`config.mk`:
```
export PLATFORM = sky130hd
export DESIGN_NAME = signed_int_to_decimal_ascii
export DESIGN_NICKNAME = d
export VERILOG_FILES = /design/src/hdl/sitda_pkg.sv /design/src/hdl/signed_int_to_decimal_ascii.sv /design/src/hdl/sitda_front.sv /design/src/hdl/sitda_queue.sv /design/src/hdl/sitda_back.sv
export SDC_FILE = /design/constraint.sdc
export NUM_CORES = 1
export LEC_CHECK = 0
export ABC_AREA = 1
export BUFFER_PORTS_ARGS = -buffer_cell sky130_fd_sc_hd__buf_4
export CAP_MARGIN = 10
export CORE_MARGIN = 4
export CORE_UTILIZATION = 60
export CTS_BUF_LIST = sky130_fd_sc_hd__clkbuf_8
export CTS_CLUSTER_SIZE = 10
export DETAILED_ROUTE_END_ITERATION = 16
export GPL_TIMING_DRIVEN = 1
export PLACE_DENSITY = 0.78
export SKIP_LAST_GASP = 1
export SYNTH_ARGS = -nofsm -noshare
export SYNTH_HDL_FRONTEND = slang
export SYNTH_HIERARCHICAL = 1
export SYNTH_SLANG_ARGS = --single-unit
```
`constraint.sdc`:
```
create_clock -name clk -period 5.5 [get_ports clk]
set_input_delay 0.275 -clock clk [delete_from_list [all_inputs] [get_ports clk]]
set_output_delay 0.275 -clock clk [all_outputs]
set_load 0.02 [all_outputs]
```
`src/hdl/sitda_pkg.sv`:
```
package sitda_pkg;

	// default word width of the integer taken in
	localparam int DEFAULT_VALUE_WIDTH = 32;

	// entries in the queue between front and back
	localparam int QUEUE_DEPTH = 2;

	// ascii codes, truncated to the six bits the text port carries
	localparam logic [5:0] CHAR_ZERO  = 6'd48;
	localparam logic [5:0] CHAR_MINUS = 6'd45;

	// bcd digit threshold for the add-3 correction and the correction itself
	localparam logic [3:0] BCD_ADJ_LIMIT = 4'd5;
	localparam logic [3:0] BCD_ADJ_ADD   = 4'd3;

	// fixed-point log10(2) scaled by 4096, used to size the digit store
	localparam int LOG10_2_Q12 = 1233;

	// queue status seen by the front and the back
	typedef struct packed {
		logic full;
		logic empty;
	} q_status_t;

	// decimal digits needed for any unsigned number of w bits
	function automatic int digit_count(input int w);
		return ((w * LOG10_2_Q12) >> 12) + 1;
	endfunction

endpackage

```
`src/hdl/signed_int_to_decimal_ascii.sv`:
```
// Signed integer to decimal ASCII text.
// Request channel: drive value and raise start; the request is taken at a
// rising edge where start is high and busy is low. busy rises only while the
// two-entry queue between the front and the converter is full.
// Result channel: one character per cycle-long pulse of char_strobe, most
// significant first: a leading '-' for negative values, then the digits with
// no leading zeros ('0' alone for zero). last_char marks the final character.
// The receiver cannot stall; characters are sent as they are produced.
// Steps per number: the back end takes it from the queue, runs the
// shift-and-add-3 binary to BCD conversion over the VALUE_WIDTH bits, sends
// the sign when negative, then walks each digit position of the BCD store
// (10 at 32 bits), dropping leading zeros silently. A new number is taken from
// the queue only once the converter is idle again.
// Reset (arst_n low, asynchronous) empties the queue, returns the converter
// to idle and clears char_strobe and last_char.
module signed_int_to_decimal_ascii #(
	parameter int VALUE_WIDTH = sitda_pkg::DEFAULT_VALUE_WIDTH
) (
	input  logic                          clk,
	input  logic                          arst_n,
	input  logic                          start,
	output logic                          busy,
	input  logic signed [VALUE_WIDTH-1:0] value,
	output logic                          char_strobe,
	output logic [5:0]                    text_char,
	output logic                          last_char
);
	import sitda_pkg::*;

	q_status_t            q_status;
	logic                 push;
	logic [VALUE_WIDTH:0] push_data;
	logic                 pop;
	logic [VALUE_WIDTH:0] pop_data;

	// sign split and request acceptance
	sitda_front #(
		.VALUE_WIDTH (VALUE_WIDTH)
	) u_front (
		.start     (start),
		.busy      (busy),
		.value     (value),
		.q_status  (q_status),
		.push      (push),
		.push_data (push_data)
	);

	// decoupling queue
	sitda_queue #(
		.DATA_WIDTH (VALUE_WIDTH + 1),
		.DEPTH      (QUEUE_DEPTH)
	) u_queue (
		.clk       (clk),
		.arst_n    (arst_n),
		.push      (push),
		.push_data (push_data),
		.pop       (pop),
		.pop_data  (pop_data),
		.q_status  (q_status)
	);

	// bcd conversion and character emission
	sitda_back #(
		.VALUE_WIDTH (VALUE_WIDTH)
	) u_back (
		.clk         (clk),
		.arst_n      (arst_n),
		.q_status    (q_status),
		.pop_data    (pop_data),
		.pop         (pop),
		.char_strobe (char_strobe),
		.text_char   (text_char),
		.last_char   (last_char)
	);

endmodule

```
`src/hdl/sitda_front.sv`:
```
module sitda_front #(
	parameter int VALUE_WIDTH = sitda_pkg::DEFAULT_VALUE_WIDTH
) (
	input  logic                          start,
	output logic                          busy,
	input  logic signed [VALUE_WIDTH-1:0] value,
	input  sitda_pkg::q_status_t          q_status,
	output logic                          push,
	output logic [VALUE_WIDTH:0]          push_data
);
	import sitda_pkg::*;

	logic                   neg;
	logic [VALUE_WIDTH-1:0] mag;

	// requests are held off only while the queue is full
	assign busy = q_status.full;
	assign push = start && !q_status.full;

	// sign split and unsigned magnitude; the most negative value wraps to 2^(w-1)
	assign neg       = value[VALUE_WIDTH-1];
	assign mag       = neg ? (~value + VALUE_WIDTH'(1)) : value;
	assign push_data = {neg, mag};

endmodule

```
`src/hdl/sitda_queue.sv`:
```
module sitda_queue #(
	parameter int DATA_WIDTH = sitda_pkg::DEFAULT_VALUE_WIDTH + 1,
	parameter int DEPTH      = sitda_pkg::QUEUE_DEPTH
) (
	input  logic                   clk,
	input  logic                   arst_n,
	input  logic                   push,
	input  logic [DATA_WIDTH-1:0]  push_data,
	input  logic                   pop,
	output logic [DATA_WIDTH-1:0]  pop_data,
	output sitda_pkg::q_status_t   q_status
);
	import sitda_pkg::*;

	localparam int PW = (DEPTH > 1) ? $clog2(DEPTH) : 1;
	localparam int CW = $clog2(DEPTH + 1);

	logic [DATA_WIDTH-1:0] entries_q [DEPTH];
	logic [PW-1:0]         wr_ptr_q;
	logic [PW-1:0]         rd_ptr_q;
	logic [CW-1:0]         count_q;

	// entry storage
	always_ff @(posedge clk) begin
		if (push) begin
			entries_q[wr_ptr_q] <= push_data;
		end
	end

	// pointers and fill level
	always_ff @(posedge clk or negedge arst_n) begin
		if (!arst_n) begin
			wr_ptr_q <= '0;
			rd_ptr_q <= '0;
			count_q  <= '0;
		end else begin
			if (push) begin
				wr_ptr_q <= (wr_ptr_q == PW'(DEPTH - 1)) ? '0 : wr_ptr_q + PW'(1);
			end
			if (pop) begin
				rd_ptr_q <= (rd_ptr_q == PW'(DEPTH - 1)) ? '0 : rd_ptr_q + PW'(1);
			end
			if (push && !pop) begin
				count_q <= count_q + CW'(1);
			end else if (pop && !push) begin
				count_q <= count_q - CW'(1);
			end
		end
	end

	assign pop_data       = entries_q[rd_ptr_q];
	assign q_status.full  = (count_q == CW'(DEPTH));
	assign q_status.empty = (count_q == '0);

endmodule

```
`src/hdl/sitda_back.sv`:
```
module sitda_back #(
	parameter int VALUE_WIDTH = sitda_pkg::DEFAULT_VALUE_WIDTH
) (
	input  logic                   clk,
	input  logic                   arst_n,
	input  sitda_pkg::q_status_t   q_status,
	input  logic [VALUE_WIDTH:0]   pop_data,
	output logic                   pop,
	output logic                   char_strobe,
	output logic [5:0]             text_char,
	output logic                   last_char
);
	import sitda_pkg::*;

	localparam int ND  = digit_count(VALUE_WIDTH);
	localparam int BW  = ND * 4;
	localparam int CW  = $clog2(VALUE_WIDTH);
	localparam int DCW = $clog2(ND + 1);

	localparam logic [1:0] ST_IDLE   = 2'd0;
	localparam logic [1:0] ST_DABBLE = 2'd1;
	localparam logic [1:0] ST_SIGN   = 2'd2;
	localparam logic [1:0] ST_DIGITS = 2'd3;

	logic [1:0]             state_q;
	logic [VALUE_WIDTH-1:0] mag_q;
	logic                   neg_q;
	logic [BW-1:0]          bcd_q;
	logic [CW-1:0]          bit_cnt_q;
	logic [DCW-1:0]         dig_left_q;
	logic                   lead_q;
	logic                   strobe_q;
	logic [5:0]             char_q;
	logic                   last_q;

	logic [BW-1:0]          bcd_adj;
	logic [3:0]             top_digit;

	// add-3 correction on every digit before the shift
	always_comb begin
		for (int i = 0; i < ND; i++) begin
			bcd_adj[i*4 +: 4] = (bcd_q[i*4 +: 4] >= BCD_ADJ_LIMIT) ?
				bcd_q[i*4 +: 4] + BCD_ADJ_ADD : bcd_q[i*4 +: 4];
		end
	end

	assign top_digit = bcd_q[BW-1 -: 4];
	assign pop       = (state_q == ST_IDLE) && !q_status.empty;

	// sequencer: take a request, convert to bcd, then emit characters
	always_ff @(posedge clk or negedge arst_n) begin
		if (!arst_n) begin
			state_q  <= ST_IDLE;
			strobe_q <= 1'b0;
			last_q   <= 1'b0;
		end else begin
			strobe_q <= 1'b0;
			last_q   <= 1'b0;
			unique case (state_q)
				ST_IDLE: begin
					if (!q_status.empty) begin
						state_q <= ST_DABBLE;
					end
				end
				ST_DABBLE: begin
					if (bit_cnt_q == '0) begin
						state_q <= neg_q ? ST_SIGN : ST_DIGITS;
					end
				end
				ST_SIGN: begin
					strobe_q <= 1'b1;
					state_q  <= ST_DIGITS;
				end
				ST_DIGITS: begin
					if (dig_left_q == DCW'(1)) begin
						strobe_q <= 1'b1;
						last_q   <= 1'b1;
						state_q  <= ST_IDLE;
					end else if (!(lead_q && top_digit == 4'd0)) begin
						strobe_q <= 1'b1;
					end
				end
				default: begin
					state_q <= ST_IDLE;
				end
			endcase
		end
	end

	// datapath registers
	always_ff @(posedge clk) begin
		unique case (state_q)
			ST_IDLE: begin
				neg_q     <= pop_data[VALUE_WIDTH];
				mag_q     <= pop_data[VALUE_WIDTH-1:0];
				bcd_q     <= '0;
				bit_cnt_q <= CW'(VALUE_WIDTH - 1);
			end
			ST_DABBLE: begin
				bcd_q      <= {bcd_adj[BW-2:0], mag_q[VALUE_WIDTH-1]};
				mag_q      <= {mag_q[VALUE_WIDTH-2:0], 1'b0};
				bit_cnt_q  <= bit_cnt_q - CW'(1);
				dig_left_q <= DCW'(ND);
				lead_q     <= 1'b1;
			end
			ST_SIGN: begin
				char_q <= CHAR_MINUS;
			end
			ST_DIGITS: begin
				// leading zeros are dropped without a character
				if (dig_left_q == DCW'(1) || !(lead_q && top_digit == 4'd0)) begin
					char_q <= CHAR_ZERO + {2'b00, top_digit};
					lead_q <= 1'b0;
				end
				bcd_q      <= {bcd_q[BW-5:0], 4'd0};
				dig_left_q <= dig_left_q - DCW'(1);
			end
			default: begin
				bcd_q <= '0;
			end
		endcase
	end

	assign char_strobe = strobe_q;
	assign text_char   = char_q;
	assign last_char   = last_q;

`ifndef SYNTHESIS
	a_last_has_strobe: assert property (@(posedge clk) disable iff (!arst_n)
		last_q |-> strobe_q)
		else $error("last flag without character strobe");

	a_char_legal: assert property (@(posedge clk) disable iff (!arst_n)
		strobe_q |-> (char_q == CHAR_MINUS ||
			(char_q >= CHAR_ZERO && char_q <= CHAR_ZERO + 6'd9)))
		else $error("character outside minus and digits");

	a_quiet_in_dabble: assert property (@(posedge clk) disable iff (!arst_n)
		(state_q == ST_DABBLE) |=> !strobe_q)
		else $error("character emitted during conversion");

	a_pop_nonempty: assert property (@(posedge clk) disable iff (!arst_n)
		pop |-> (!q_status.empty && (!strobe_q || last_q)))
		else $error("new request taken before previous text finished");
`endif

endmodule

```
---- Yosys cells after proc, flatten, opt, wreduce, memory -nomap -nowiden ----
Memory sizes are Yosys's and may differ from the RTL's.
Index checks and enable logic that the tools add are counted.
word-level totals
  bits in writable memories ............... 66
  bits of input ports ..................... 35
  output and inout port bits .............. 9
  memories ................................ 1
  logic and storage cells ................. 110
  bits in registers ....................... 97
memory list
  name               depth  bits a word  rd ports  clocked after Yosys merged registers in  wr ports  RTL line           text
  u_queue.entries_q  2      33           1         0                                        1         sitda_queue.sv:18  logic [DATA_WIDTH-1:0] entries_q [DEPTH];
cells by class
  mux-type cells .......................... 35
  add/sub/neg operators ................... 18
  reductions and logical operators ........ 23
  $lt $le $gt $ge ......................... 10
  bitwise operators ....................... 1
  equality and inequality tests ........... 9
operator list
  cell                                                                                  number
  40-bit case mux with 3 select lines                                                   1
  32-bit case mux with 2 select lines                                                   1
  4-bit by 3-bit greater-or-equal comparator with 1-bit output (second input constant)  10
  4-bit by 2-bit adder with 4-bit output (second input constant)                        9
  4-bit 2-to-1 mux                                                                      9
  32-bit by 2-bit adder with 32-bit output (second input constant)                      1
  32-bit 2-to-1 mux                                                                     1
  32-bit NOT                                                                            1
  6-bit case mux with 2 select lines                                                    1
  1-bit 2-to-1 mux                                                                      10
  2-bit 2-to-1 mux                                                                      5
  5-bit case mux with 2 select lines                                                    1
  2-bit case mux with 4 select lines                                                    1
  4-bit case mux with 2 select lines                                                    1
  2-bit nonzero test                                                                    4
  5-bit by 5-bit adder with 6-bit output (first input constant)                         1
  2-bit == test (second input constant)                                                 3
  6-bit 2-to-1 mux                                                                      1
  2-bit by 1-bit inequality test with 1-bit output (second input constant)              3
  1-bit logical AND                                                                     5
  1-bit logical NOT                                                                     5
  5-bit logical NOT                                                                     1
  5-bit by 1-bit subtractor with 5-bit output (second input constant)                   1
  4-bit by 1-bit == test with 1-bit output (second input constant)                      1
  other kinds (15)                                                                      19

---- Longest topological paths before layout ----
  depth after elaboration ................. 7
  mapped depth ............................ 11
  gate-level depth less buffers ........... 11

---- Modules after synthesis ----
Netlist, hierarchy kept.
modules (own cells, without submodules)
  module       cells each  area each (sq um)  times used
  sitda_back   564         5,033.6            1
  sitda_queue  128         2,740.1            1
  sitda_front  225         1,136.1            1

---- Worst setup path after synthesis ----
No wires, ideal clock.
  path type ............................... reg-to-reg
  start point ............................. register u_queue.count_q[1]
  end point ............................... memory u_queue/entries_q[0][0] (netlist name) (enable)
  path slack .............................. 2.913 ns
  path buffers ............................ 0
  library setup time ...................... 0.423 ns
  data required time ...................... 5.077 ns
  cell stages (with the launch flop) ...... 6
  arrival time ............................ 2.164 ns
  cell sequence ........................... dfrtp_1 inv_1 nor2_1 nor2_1 inv_1 nor2_1
RTL lines
  element                 RTL line           text
  start, declared         sitda_queue.sv:21  logic [CW-1:0] count_q;
  start signal, assigned  sitda_queue.sv:44  count_q <= count_q + CW'(1);
  start signal, assigned  sitda_queue.sv:46  count_q <= count_q - CW'(1);
  end, declared           sitda_queue.sv:18

---- Worst setup path after layout ----
  start point ............................. register u_back.state_q[1]
  end point ............................... register u_back.mag_q[21] (enable)
on the way
  cells in the longest elaborated chain, start to end .. 2
RTL lines
  element                                                                        RTL line           text
  start, declared                                                                sitda_back.sv:25   logic [1:0] state_q;
  start signal, assigned                                                         sitda_back.sv:67   state_q <= neg_q ? ST_SIGN : ST_DIGITS;
  2-bit by 1-bit == test with 1-bit output or 2-bit logical NOT (tied branches)  sitda_back.sv:92   unique case (state_q)
  2-bit nonzero test (no line) (*)                                               -
  end signal, assigned                                                           sitda_back.sv:95   mag_q <= pop_data[VALUE_WIDTH-1:0];
  end signal, assigned                                                           sitda_back.sv:101  mag_q <= {mag_q[VALUE_WIDTH-2:0], 1'b0};
  end, declared                                                                  sitda_back.sv:26   logic [VALUE_WIDTH-1:0] mag_q;
Every way passes the cells marked *; elsewhere a longest branch is shown, timed or not.
A chain may end at the register's enable or synchronous reset.

==> impl_metrics.py <==
metrics = {
    "sta": {
        "tightest_slew_ns": 1.046,
        "maxSlewHeadroom_pct": 30.28,
        "holdWs_ns": 0.1597,
        "skew_ns": 0.009982,
        "tns_ns": 0,
        "slew_violations": 0,
        "finalSetupViolations": 0,
        "fin_crit_sh_pct": 50.30,
        "setup_slack_ns": 2.734,
        "rsz0062_at_grt": "no",
        "period_needed_ns": 2.766,
        "max_clock_freq_mhz": 361.5,
        "hold_viol": 0,
    },
    "critical_path": {
        "r2r_end": "u_back/mag_q[21]$_DFFE_PP_",
        "setup.worst_path.end_class": "flop",
        "path_max_fanout": 71,
        "cp_num_buf_inv": 4,
        "crit_arrival_ns": 2.87,
        "path_cells": "inv_1, ha_2, buf_4, inv_2, nand2_1, buf_4",
        "endpoint": "u_back/mag_q[21]$_DFFE_PP_",
        "ff2ff_setup_slack_ns": 2.73,
        "crit_required_ns": 5.60,
        "r2r-start": "u_back/state_q[1]$_DFFE_PN0P_",
        "crit_top_cell": "buf_4",
        "cp_num_cells": 6,
        "ff2ff_path_depth": 6,
        "crit_type": "reg2reg",
        "max_stage_delay_ns": 0.54,
        "cp-startpoint": "u_back/state_q[1]$_DFFE_PN0P_",
        "start_kind": "flop",
        "cp_top_family": "buffers and inverters",
        "cp_slowest_cell": "buf_4",
    },
    "clock_network": {
        "cts_setup_buffers": 0,
        "clockRootBuffer": "clkbuf_8",
        "path_clk_slew_ns": 0.09,
        "cts.htree.levels": 4,
        "clock-sinks": 162,
        "clk-insertion-delay-late_ns": 0.45,
        "cts_tree": "built",
        "cts-buffers-inserted": 17,
        "clk_path_buf_depth": 2,
    },
    "global_route": {
        "grt_pass1_vias": 5933,
        "grt_max_degree": 72,
        "grt_use_total_pct": 20.12,
        "grt_overflow": 0,
        "grt_pass1_wl_mm": 27.01,
        "grt_antenna_before_repair": 0,
    },
    "yosys": {
        "synth_cell_types": 35,
        "syn_area_mm2": 0.008910,
        "syn_nets": 984,
        "yosys_register_bits": 162,
        "syn_inst": 917,
        "synth_edf_count": 154,
        "ys_top_cells_by_area": "edfxtp_1 52%, nand2_1 12%, mux2_4 4.9%",
        "ys_async_sr_fraction_pct": 4.938,
        "yosysTopAreaCell": "edfxtp_1",
        "syn_area_per_cell_um2": 9.716,
        "yosysWarnings": 6,
        "yosysSeqAreaShare_pct": 54.15,
        "synth_top_area_share_pct": 51.90,
        "synthFlopType": "edfxtp_1",
        "synthTopCellsByCount": "293 x nand2_1, 154 x edfxtp_1, 96 x inv_1",
        "yosysMostFrequentCell": "nand2_1",
    },
    "detailed_routing": {
        "vias": 6214,
        "topRoutingLayerUsed": "met4",
        "drtPass1Iterations": 5,
        "wl_met1_mm": 7.192,
        "met3_length_um": 628,
        "viasPerCell": 5.385,
        "wl_per_cell_um": 13.94,
        "postRouteAntennaNets": 0,
        "wl_mm": 16.09,
        "initialDrtViolationCount": 613,
        "dr_wl_met2_mm": 8.048,
        "drc_errors": 0,
    },
    "place": {
        "pre_cts_ws_ns": 2.746,
        "placed_cell_area_mm2": 0.009280,
        "dp.cells": 1120,
        "io_buffers": 42,
        "hpwl_mm": 11.25,
        "gp_congestion": 0.8973,
    },
    "status": {
        "status": "finished, final reports clean",
    },
    "worst_hold_path": {
        "min_path_type": "in2reg",
        "hold_start": "value[23]",
    },
    "final_layout": {
        "seqCellArea_mm2": 0.004826,
        "drive_gt1_share_pct": 14.85,
        "antenna_cells": 0,
        "fin_area_mm2": 0.009712,
        "fin_cells": 1154,
        "postLayoutCoreUtil_pct": 66.82,
        "fill_cells": 1181,
        "final_nets": 1024,
        "area_growth_pct": 9.001,
        "multi_input_area_mm2": 0.003496,
    },
    "pwr": {
        "p_per_area_mw_per_mm2": 511.6,
        "peakVddDrop_mv": 0.2961,
        "leakage_nw": 4.255,
        "power.total_mw": 4.969,
    },
    "die": {
        "core_area_mm2": 0.01453,
        "die_y_um": 129.9,
        "fp.dieW_um": 129.9,
        "io_pins": 44,
        "num_rows": 44,
        "die-area_mm2": 0.01686,
        "start_util_pct": 61.30,
    },
    "job": {
        "maxCapViolCount": 0,
    },
}
-- flip-flops by register name (all words and copies together) (netlist names) --
register            flops
u_back/mag_q           32
u_back/char_strobe      1
u_back/state_q          2
u_back/neg_q            1
u_back/lead_q           1
u_queue/wr_ptr_q        1
u_queue/rd_ptr_q        1
u_back/bit_cnt_q        5
u_back/last_char        1
u_queue/count_q         2
u_back/bcd_q           40
u_queue/entries_q      66
u_back/dig_left_q       4
u_back/text_char        5
-- layout by cell type (no fill, tap or decap), drive strengths merged --
master	synthesis	layout
xor2	12	12
o22ai	1	1
bufinv	0	2
nor2	72	72
clkinvlp	0	1
inv	100	106
edfxtp	154	154
mux2	33	33
buf	26	47
a31oi	3	3
nand2	301	301
nand3	66	66
a21oi	10	10
nand3b	2	2
clkbuf	2	17
clkinv	0	6
a21boi	1	1
nor3	2	2
ha	32	32
conb	1	1
dfrtp	8	8
dlygate4sd3	0	2
nand4	25	25
o21ai	56	56
o211ai	4	4
xnor2	6	6
-- worst min-delay path, delay by kind of cell --
family	cells	cell delay (ns)
AND/OR/NAND/NOR	2	0.12
buffers and inverters	1	0.10
-- report_power, final --
| group | leakage, nW | switching [mW] | internal, mW |
|---|---|---|---|
| Sequential | 1.61 | 0.272 | 2.02 |
| Combinational | 2.44 | 1.13 | 0.670 |
| Clock | 0.208 | 0.464 | 0.419 |
-- per-layer routing --
| metal | vias up | track usage [%] |
|---|---|---|
| li1 | 3137 | - |
| met1 | 2914 | 26.18 |
| met2 | 143 | 34.21 |
| met3 | 20 | 3.766 |
| met4 | 0 | 6.724 |
| met5 | - | 0 |
-- final cells by class --
| cell class | count | area share (%) |
|---|---|---|
| clock buffer | 17 | 2.409 |
| clock inverter | 15 | 1.829 |
| inverter | 100 | 3.865 |
| multi-input combinational | 627 | 36.00 |
| sequential | 162 | 49.69 |
| tap | 184 | 2.371 |
| timing repair buffer | 49 | 3.839 |
-- worst min path at each step --
stage / end / slack [ns] / cells after the start
2_1_floorplan: u_back/char_strobe$_DFF_PN0_ / -0.02 / 0
3_3_place_gp: u_queue/wr_ptr_q$_DFFE_PN0P_ / 0.10 / 1
4_1_cts: u_queue/entries_q[1][6]$_DFFE_PP_ / 0.13 / 2
6_report: u_queue/entries_q[0][23]$_DFFE_PP_ / 0.16 / 3
5_1_grt: u_queue/count_q[0]$_DFFE_PN0P_ / 0.15 / 2
3_5_place_dp: u_queue/count_q[0]$_DFFE_PN0P_ / 0.11 / 1
-- timing repair --
action	in CTS	in global routing
resized for setup	0	0
hold buffers	2	0
hold endpoints to repair	10	0
-- kinds of logic after synthesis --
logic type / count (synthesis) / share of synthesized area (%)
simple gates: 468 / 22.95
flops: 162 / 54.15
buf+inv: 128 / 6.670
compound gates: 75 / 4.536
mux: 33 / 5.392
fa+ha+maj: 32 / 4.494
xor+xnor: 18 / 1.769
other cells: 1 / 0.04209
No activity file was read; power rests on OpenSTA's default activity.
